**src/hdl/i2c_rts_pkg.sv**
```systemverilog
package i2c_rts_pkg;

  localparam int TxDepthDefault = 4;

  localparam logic [2:0] ModeLoad    = 3'd0;
  localparam logic [2:0] ModeRead    = 3'd1;
  localparam logic [2:0] ModeWrite   = 3'd2;
  localparam logic [2:0] ModeTxReady = 3'd3;
  localparam logic [2:0] ModeRxByte  = 3'd4;

  localparam logic [2:0] PhaseIdle   = 3'd0;
  localparam logic [2:0] PhaseAddr   = 3'd1;
  localparam logic [2:0] PhaseSwitch = 3'd2;
  localparam logic [2:0] PhaseTx     = 3'd3;
  localparam logic [2:0] PhaseRx     = 3'd4;

  localparam logic [1:0] StartNone = 2'd0;
  localparam logic [1:0] StartTx   = 2'd1;
  localparam logic [1:0] StartRx   = 2'd2;

  typedef struct packed {
    logic [2:0] mode;
    logic [6:0] device_address;
    logic [7:0] register_address;
    logic [7:0] byte_count;
    logic [7:0] data_byte;
    logic [1:0] buffer_slot;
  } req_t;

  typedef struct packed {
    logic       send_valid;
    logic [7:0] send_byte;
    logic [1:0] start_kind;
    logic [6:0] start_address;
    logic       stop_request;
    logic       read_valid;
    logic [7:0] read_byte;
    logic [7:0] read_index;
    logic       transfer_done;
    logic [2:0] phase;
  } rsp_t;

endpackage

```
**src/hdl/i2c_register_transaction_sequencer_core.sv**
```systemverilog
// Register-access sequencer for an I2C master, sitting above a byte-level bus
// controller. Each request is an event (load a write byte, begin a read, begin
// a write, transmitter ready, byte received) and yields exactly one response
// carrying the bus actions to take and the phase afterwards. One request is
// taken every clock cycle while the output is not stalled. The request stage
// reads the transmit buffer memory (TX_DEPTH bytes, one synchronous read
// port); the output stage updates the sequencer registers and fills the
// output register with the response. The buffer address is forwarded from
// the request ahead, so back-to-back requests need no bubble. Buffer entries
// must be loaded before a write sends them.
module i2c_register_transaction_sequencer_core
  import i2c_rts_pkg::*;
#(
  parameter int TX_DEPTH = TxDepthDefault
) (
  input  logic clk_i,
  input  logic rst_ni,
  input  logic in_valid_i,
  output logic in_stall_o,
  input  req_t in_req_i,
  output logic out_valid_o,
  input  logic out_stall_i,
  output rsp_t out_rsp_o
);

  localparam int PosW = (TX_DEPTH > 1) ? $clog2(TX_DEPTH) : 1;

  logic [7:0]      store_mem [TX_DEPTH];
  logic [7:0]      rd_data_q;

  logic            b_valid_q;
  req_t            b_req_q;
  logic            out_valid_q;
  rsp_t            out_rsp_q;

  logic [2:0]      phase_q, phase_d;
  logic [7:0]      treg_q, treg_d;
  logic [6:0]      tdev_q, tdev_d;
  logic [7:0]      rx_left_q, rx_left_d;
  logic [7:0]      tx_left_q, tx_left_d;
  logic [PosW-1:0] tx_pos_q, tx_pos_d;
  logic [7:0]      rx_pos_q, rx_pos_d;
  logic            armed_q, armed_d;

  logic            b_adv;
  logic            accept;
  rsp_t            rsp;
  logic [8:0]      slot_ext;
  logic            wr_en;
  logic [PosW-1:0] rd_addr;
  logic [7:0]      rx_left_dec;

  assign b_adv      = b_valid_q && (!out_valid_q || !out_stall_i);
  assign in_stall_o = b_valid_q && !b_adv;
  assign accept     = in_valid_i && !in_stall_o;

  assign slot_ext = 9'(in_req_i.buffer_slot);
  assign wr_en    = accept && (in_req_i.mode == ModeLoad) && (slot_ext < 9'(TX_DEPTH));
  assign rd_addr  = b_adv ? tx_pos_d : tx_pos_q;

  always_ff @(posedge clk_i) begin
    if (wr_en) begin
      store_mem[slot_ext[PosW-1:0]] <= in_req_i.data_byte;
    end
    if (accept) begin
      rd_data_q <= store_mem[rd_addr];
    end
  end

  assign rx_left_dec = rx_left_q - 8'd1;

  always_comb begin
    rsp       = '0;
    phase_d   = phase_q;
    treg_d    = treg_q;
    tdev_d    = tdev_q;
    rx_left_d = rx_left_q;
    tx_left_d = tx_left_q;
    tx_pos_d  = tx_pos_q;
    rx_pos_d  = rx_pos_q;
    armed_d   = armed_q;
    unique case (b_req_q.mode)
      ModeRead, ModeWrite: begin
        phase_d  = PhaseAddr;
        treg_d   = b_req_q.register_address;
        tdev_d   = b_req_q.device_address;
        tx_pos_d = '0;
        rx_pos_d = '0;
        armed_d  = 1'b0;
        if (b_req_q.mode == ModeRead) begin
          rx_left_d = b_req_q.byte_count;
          tx_left_d = '0;
        end else begin
          rx_left_d = '0;
          tx_left_d = (9'(b_req_q.byte_count) > 9'(TX_DEPTH)) ? 8'(TX_DEPTH)
                                                                 : b_req_q.byte_count;
        end
        rsp.start_kind    = StartTx;
        rsp.start_address = b_req_q.device_address;
      end
      ModeTxReady: begin
        priority if (phase_q == PhaseAddr) begin
          rsp.send_valid = 1'b1;
          rsp.send_byte  = treg_q;
          phase_d        = (rx_left_q != '0) ? PhaseSwitch : PhaseTx;
        end else if (phase_q == PhaseSwitch) begin
          armed_d           = 1'b1;
          phase_d           = PhaseRx;
          rsp.start_kind    = StartRx;
          rsp.start_address = tdev_q;
          rsp.stop_request  = (rx_left_q == 8'd1);
        end else if (phase_q == PhaseTx) begin
          if (tx_left_q != '0) begin
            rsp.send_valid = 1'b1;
            rsp.send_byte  = rd_data_q;
            tx_pos_d       = tx_pos_q + PosW'(1);
            tx_left_d      = tx_left_q - 8'd1;
          end else begin
            rsp.stop_request  = 1'b1;
            rsp.transfer_done = 1'b1;
            phase_d           = PhaseIdle;
          end
        end else begin
        end
      end
      ModeRxByte: begin
        if (armed_q) begin
          if (rx_left_q != '0) begin
            rsp.read_valid = 1'b1;
            rsp.read_byte  = b_req_q.data_byte;
            rsp.read_index = rx_pos_q;
            rx_pos_d       = rx_pos_q + 8'd1;
            rx_left_d      = rx_left_dec;
          end
          if (rx_left_d == 8'd1) begin
            rsp.stop_request = 1'b1;
          end else if (rx_left_d == '0) begin
            armed_d           = 1'b0;
            phase_d           = PhaseIdle;
            rsp.transfer_done = 1'b1;
          end
        end
      end
      default: begin
      end
    endcase
    rsp.phase = phase_d;
  end

  always_ff @(posedge clk_i or negedge rst_ni) begin
    if (!rst_ni) begin
      b_valid_q   <= 1'b0;
      out_valid_q <= 1'b0;
      phase_q     <= PhaseIdle;
      treg_q      <= '0;
      tdev_q      <= '0;
      rx_left_q   <= '0;
      tx_left_q   <= '0;
      tx_pos_q    <= '0;
      rx_pos_q    <= '0;
      armed_q     <= 1'b0;
    end else begin
      if (accept) begin
        b_valid_q <= 1'b1;
      end else if (b_adv) begin
        b_valid_q <= 1'b0;
      end
      if (b_adv) begin
        out_valid_q <= 1'b1;
        phase_q     <= phase_d;
        treg_q      <= treg_d;
        tdev_q      <= tdev_d;
        rx_left_q   <= rx_left_d;
        tx_left_q   <= tx_left_d;
        tx_pos_q    <= tx_pos_d;
        rx_pos_q    <= rx_pos_d;
        armed_q     <= armed_d;
      end else if (!out_stall_i) begin
        out_valid_q <= 1'b0;
      end
    end
  end

  always_ff @(posedge clk_i) begin
    if (accept) begin
      b_req_q <= in_req_i;
    end
    if (b_adv) begin
      out_rsp_q <= rsp;
    end
  end

  assign out_valid_o = out_valid_q;
  assign out_rsp_o   = out_rsp_q;

endmodule
```
**config.mk**
```make
export PLATFORM = sky130hd
export DESIGN_NAME = i2c_register_transaction_sequencer_core
export DESIGN_NICKNAME = d
export VERILOG_FILES = /design/src/hdl/i2c_rts_pkg.sv /design/src/hdl/i2c_register_transaction_sequencer_core.sv
export SDC_FILE = /design/constraint.sdc
export NUM_CORES = 1
export LEC_CHECK = 0
export ABC_AREA = 1
export BUFFER_PORTS_ARGS = -buffer_cell sky130_fd_sc_hd__buf_2
export CORE_MARGIN = 2
export CORE_UTILIZATION = 30
export CTS_BUF_LIST = sky130_fd_sc_hd__clkbuf_4 sky130_fd_sc_hd__clkbuf_8
export DETAILED_ROUTE_END_ITERATION = 8
export GPL_TIMING_DRIVEN = 0
export SLEW_MARGIN = 30
export SYNTH_ARGS = -nofsm -noshare
export SYNTH_HDL_FRONTEND = slang
export SYNTH_SLANG_ARGS = --single-unit
```
**constraint.sdc**
```tcl
create_clock -name clk_i -period 5.55 [get_ports clk_i]
set_input_delay 0.2775 -clock clk_i [delete_from_list [all_inputs] [get_ports clk_i]]
set_output_delay 0.2775 -clock clk_i [all_outputs]
set_load 0.02 [all_outputs]
```
[After elaboration in Yosys (flattened, before gate mapping)]
Memories as Yosys holds them, arrays and structs flattened. A register that Yosys moved wholly into a read port is not among the register bits.
Index checks and enable logic that the tools add are counted.
Storage, ports and cells
  flip-flop bits (word level): 121
  bits in latches: 0
  memory bits (writable): 32
  bits in read-only memories: 0
  input bits: 40
  output and inout bits: 42
  word-level logic and storage cells: 137
  memories: 1
Memory list
  store_mem: depth 4, width 8, rd ports 1, clocked after memory_dff 1, write ports 1, RTL line i2c_register_transaction_sequencer_core.sv:28  | logic [7:0] store_mem [TX_DEPTH];
Cells by class
  $add $sub $neg: 4
  $mul: 0
  divide/modulo/power cells: 0
  $lt $le $gt $ge: 2
  equal/unequal tests: 17
  shifts and indexed selects: 0
  multiplexer cells: 62
  bitwise gates (word level): 0
  reductions and logical operators: 26
Operators by type and width (number)
  $mux 8: 13
  $pmux 8 s2: 3
  $mux 9: 5
  $mux 3: 7
  $mux 1: 20
  $mux 19: 1
  $pmux 9 s2: 1
  $mux 17: 1
  $eq 8x1->1 const B: 2
  $reduce_bool 8->1: 2
  $sub 8x1->8 const B: 2
  $ne 2x2->1 const B: 7
  $eq 3x2->1 const B: 4
  $mux 10: 1
  $mux 2: 5
  $pmux 3 s3: 1
  $add 8x1->8 const B: 1
  $gt 8x3->1 const B: 1
  $logic_not 8->1: 1
  $reduce_and 4->1: 2
  $eq 3x1->1 const B: 2
  $reduce_and 3->1: 2
  $reduce_and 6->1: 1
  $reduce_bool 2->1: 3
  14 further kinds: 23

[Depth between registers and ports, before layout]
  depth after elaboration: 11
  mapped depth: 15
  depth with buffers taken out: 15

[Worst setup path after synthesis]
OpenSTA, ideal clock, no wires.
  path kind: flip-flop to flip-flop
  start: register out_valid_q (netlist: out_valid_o)
  end: memory store_mem[0][0] (enable)
  setup time: 0.383 ns
  arrival: 2.553 ns
  data required time: 5.167 ns
  slack: 2.613 ns
  cell stages (with the launch flop): 8
  buffers on the path: 0
  period minus slack after synthesis: 2.937 ns
  cells stage by stage: dfrtp_1 -> nand2_1 -> nor2_1 -> inv_1 -> nand2_1 -> inv_1 -> nand2_1 -> nor3_1
On the way
  longest elaborated chain between the ends: 11
RTL lines
  start: declaration: RTL line i2c_register_transaction_sequencer_core.sv:33  | logic out_valid_q;
  start signal: assignment: RTL line i2c_register_transaction_sequencer_core.sv:153  | out_valid_q <= 1'b0;
  start signal: assignment: RTL line i2c_register_transaction_sequencer_core.sv:169  | out_valid_q <= 1'b1;
  start signal: assignment: RTL line i2c_register_transaction_sequencer_core.sv:179  | out_valid_q <= 1'b0;
  $logic_not 1->1: RTL line i2c_register_transaction_sequencer_core.sv:53  | assign b_adv = b_valid_q && (!out_valid_q || !out_stall_i);
  $logic_or 1x1->1: RTL line i2c_register_transaction_sequencer_core.sv:53
  $logic_and 1x1->1: RTL line i2c_register_transaction_sequencer_core.sv:53
  $logic_not 1->1: RTL line i2c_register_transaction_sequencer_core.sv:54  | assign in_stall_o = b_valid_q && !b_adv;
  $logic_and 1x1->1: RTL line i2c_register_transaction_sequencer_core.sv:54
  named net in_stall_o: RTL line i2c_register_transaction_sequencer_core.sv:19  | output logic in_stall_o,
  $logic_not 1->1: RTL line i2c_register_transaction_sequencer_core.sv:55  | assign accept = in_valid_i && !in_stall_o;
  $logic_and 1x1->1: RTL line i2c_register_transaction_sequencer_core.sv:55
  named net accept: RTL line i2c_register_transaction_sequencer_core.sv:46  | logic accept;
  $logic_and 1x1->1 (2 in a row): RTL line i2c_register_transaction_sequencer_core.sv:58  | assign wr_en = accept && (in_req_i.mode == ModeLoad) && (slot_ext < 9'(TX_DEPTH));
  $mux 1: RTL line i2c_register_transaction_sequencer_core.sv:62  | if (wr_en) begin
  $mux 1 (implied by the code): RTL line i2c_register_transaction_sequencer_core.sv:63  | store_mem[slot_ext[PosW-1:0]] <= in_req_i.data_byte;
  end: declaration: RTL line i2c_register_transaction_sequencer_core.sv:28
The timed path passes the listed nets, and every way through them passes these cells.

[Worst setup path in the final report]
  start: register out_valid_q (netlist: out_valid_o)
  end: register rd_data_q[5] (read register of store_mem), data pin
On the way
  elaborated cells between the ends (all ways): 8
  classes of those cells: mux (1); reduce/logical (7)
RTL lines
  $logic_not 1->1: RTL line i2c_register_transaction_sequencer_core.sv:53
  $logic_or 1x1->1: RTL line i2c_register_transaction_sequencer_core.sv:53
  $logic_and 1x1->1: RTL line i2c_register_transaction_sequencer_core.sv:53
  named net b_adv: RTL line i2c_register_transaction_sequencer_core.sv:45  | logic b_adv;
  $mux 2
  named net rd_addr[0]: RTL line i2c_register_transaction_sequencer_core.sv:50  | logic [PosW-1:0] rd_addr;
  end: declaration: RTL line i2c_register_transaction_sequencer_core.sv:29  | logic [7:0] rd_data_q;
The timed path passes the listed nets, and every way through them passes these cells.
A chain may end at the register's enable or synchronous reset.

==> key figures <==
Die
  – Io pins: 82
  – Die height: 154.6 um
  – Core Rows: 55
  – Starting Density: 30.34%
  – Core footprint: about 22,000 um2
  – Full die area: approximately 24,000 um2
  – Die W: 154.6 um

Setup path
  – Worst EP arrival: 2800 ps
  – CP top delay family: simple AND/OR/NAND/NOR gates
  – Setup Crit Path Kind: register to register
  – Critical-path cell list: nand2_1 > nand2_1 > inv_2 > nand2_1 > nand2_2 > nand2_2 > buf_6 > nand2_1 > nand2_1 > nand2_1 > nand2_1
  – Worst Path Buf+Inv: 2
  – CP max FO: 23
  – Required arrival time at the worst endpoint: 5760 ps
  – Slowest library cell on the worst path: inv_2
  – CP most frequent cell: nand2_1
  – CP peak stage delay: 530 ps
  – CP Capture Type: register
  – Crit path launch type: register

GRT
  – GRT Total Usage: 13.19%
  – First-pass GRT wire length: 24,320 um
  – Largest net degree at the start of global routing: 48
  – Vias in the first global route: about 4,700
  – Total gr overflow: 0
  – Initial antenna violation count: 0

Status
  – Status: completed

Final layout
  – ANT cells: 0
  – Area grow syn2layout: 21.53%
  – FF/Latch Area: around 4600 um2
  – Nets: 823
  – Fillers: 2,252
  – Layout cells sized above 1: a little under a fifth
  – Area occupied by multi-input gates: roughly 1900 um2
  – Final instance area: 8272 um2

Placed design
  – Post-DP Area: 7614 um2
  – Port Buf Inserts: approximately 80
  – DP Wirelength: around 10,000 um
  – Final Wtd Congestion: 0.8377

Logic synthesis
  – Syn Inst Count: 651
  – Asr flop ratio synth: 29.19%
  – Post-synth EDFFs: 114
  – Register area share after synthesis: 67.57%
  – Post-Syn Area: a little under 7000 um2
  – Synth Register Bits: 161
  – Post-Syn Area per Cell: 10.46 um2
  – Count of cell types in the netlist: 33
  – Ys flop type: edfxtp_1
  – Syn Nets: 695
  – Yosys warnings: 0

Detailed routing
  – DRT antenna net count: 0
  – Routed wl met2: between 7000 and 8000 um
  – DR WL/cell: approximately 14 um
  – Vias per inst: between 4 and 5
  – Vias: approximately 4,900
  – Routed wire length: approximately 15,000 um
  – Metal3 WL: 706 um
  – Top routing layer in use: met4
  – Iter 0 DRT Violations: 315
  – DRC Markers: 0
  – Drt pass-1 iters: 5
  – WL met1: 6654 um

Clock network
  – Root cell of the clock tree: clkbuf_8
  – Clk slew on worst S/H paths: 90 ps
  – Clk buf depth: 2
  – H-tree depth: 4
  – CTS buffer count: 17
  – Total clock sinks: 161
  – CTS-repair resized insts: 0
  – CTS tree: built
  – Clock Latency Late Sink: 460 ps

STA
  – Crit share post-route: 46.67%
  – Fin crit period: 2590 ps
  – Final hold violation count: 0
  – Fmax: 386.1 MHz
  – Tightest Pin Transition: 755.0 ps
  – Clock skew: 16.72 ps
  – Final setup violation count: 0
  – Setup_tns: 0 ps
  – Hold WS: slightly above 60 ps
  – Slew headroom: around 49%
  – Slew Limit Fails: 0
  – RSZ-0062 raised after global routing: no

Job
  – Max-cap violations: 0

Pwr
  – Peak supply drop: 0.1398 mV
  – Leak Pwr: about 3.5 nW
  – Pwr dens: 359.7 nW/um2

Hold path
  – Hold WC Path Type: primary input to register
what timing repair did:
action / CTS / global route
setup buffers: 0 / 0
hold buffers: 27 / 0
hold endpoints to repair: 73 / 0
flip-flops by register name, indices dropped and copies added, names as in the netlist:
register     flops
phase_q          3
treg_q           8
tx_left_q        8
out_rsp_o       40
out_valid_o      1
rd_data_q        8
tdev_q           7
store_mem       32
b_req_q         34
armed_q          1
tx_pos_q         2
b_valid_q        1
rx_pos_q         8
rx_left_q        8
report_power, final:
| group | switching (mW) | internal (mW) | leakage [nW] |
|---|---|---|---|
| clock | 0.480 | 0.368 | 0.191 |
| sequential | 0.0807 | 1.45 | 1.70 |
| combinational | 0.403 | 0.195 | 1.60 |
cells by family (layout without fill, tap and decap cells):
group | count (synthesis) | after routing | share of synthesized area (%)
XOR/XNOR | 6 | 6 | 0.7721
adder cells (fa/ha/maj) | 4 | 4 | 0.7353
buffers and inverters | 87 | 228 | 5.092
AND/OR/NAND/NOR | 321 | 321 | 19.85
AO/OA/AOI/OAI | 72 | 72 | 5.974
flip-flops | 161 | 161 | 67.57
stage by stage:
step                setup WS [ps]  cells  power [mW]  util (%)
floorplan                    2613    651       1.956         -
global placement             1768   1017       2.126     33.74
detailed placement           2939   1018       2.140     33.94
CTS                          2921   1077       3.008     36.87
global route                 2690   1077       3.168     36.87
finish                       2960   1077       2.976     36.87
cell usage after synthesis (2+ instances only):
| cell type | number | area [um2] |
|---|---|---|
| a21oi_1 | 15 | 75.07 |
| a22oi_1 | 5 | 37.54 |
| buf_2 | 7 | 35.03 |
| clkbuf_1 | 4 | 15.01 |
| dfrtp_1 | 47 | 1176 |
| edfxtp_1 | 114 | 3423 |
| ha_1 | 4 | 50.05 |
| inv_1 | 68 | 255.2 |
| inv_2 | 6 | 22.52 |
| nand2_1 | 191 | 716.9 |
| nand2_2 | 8 | 50.05 |
| nand3_1 | 39 | 195.2 |
| nand4_1 | 4 | 25.02 |
| nor2_1 | 52 | 195.2 |
| nor2_2 | 2 | 12.51 |
| nor3_1 | 17 | 85.08 |
| nor3_2 | 2 | 20.02 |
| nor4_1 | 3 | 18.77 |
| o21ai_0 | 40 | 200.2 |
| o22ai_1 | 4 | 25.02 |
| o31ai_1 | 2 | 15.01 |
| xor2_1 | 6 | 52.55 |
path summary, 6_finish.rpt:
path / start / to / slack, ps / cells past startpoint
min reg2reg: b_req_q[20] / treg_q[2] / 480 / 2
max: out_valid_o / rd_data_q[5] / 2960 / 11
max reg2reg: out_valid_o / rd_data_q[5] / 2960 / 11
min: in_req_i[3] / store_mem[1][1] / 60 / 1
min in group asynchronous: rst_ni / rx_left_q[6] / 390 / 2
max in group asynchronous: rst_ni / treg_q[2] / 4710 / 2
area by class of cell:
class	instances	share of cell area (%)
flip-flops and latches	161	55.60
clock buffers	17	2.829
repair buffers	109	8.440
clock inverters	15	1.861
well taps	285	4.311
inverters	74	3.388
multi-input cells	403	22.73
plain buffers	13	0.8319
layout by cell type (no fill, tap or decap), types with 15 or more instances in the layout:
master / instances
clkbuf_8: 17
nand2_1: 191
dfrtp_1: 47
inv_1: 66
a21oi_1: 15
buf_2: 87
nand3_1: 39
edfxtp_1: 114
nor2_1: 52
dlygate4sd3_1: 27
o21ai_0: 40
routing by layer:
metal / vias to the layer above / GRT usage [%]
met4: 0 / 3.219
met5: - / 0
met2: 119 / 22.39
met3: 11 / 3.699
li1: 2433 / -
met1: 2297 / 16.72
(Power assumes the default switching activity.)
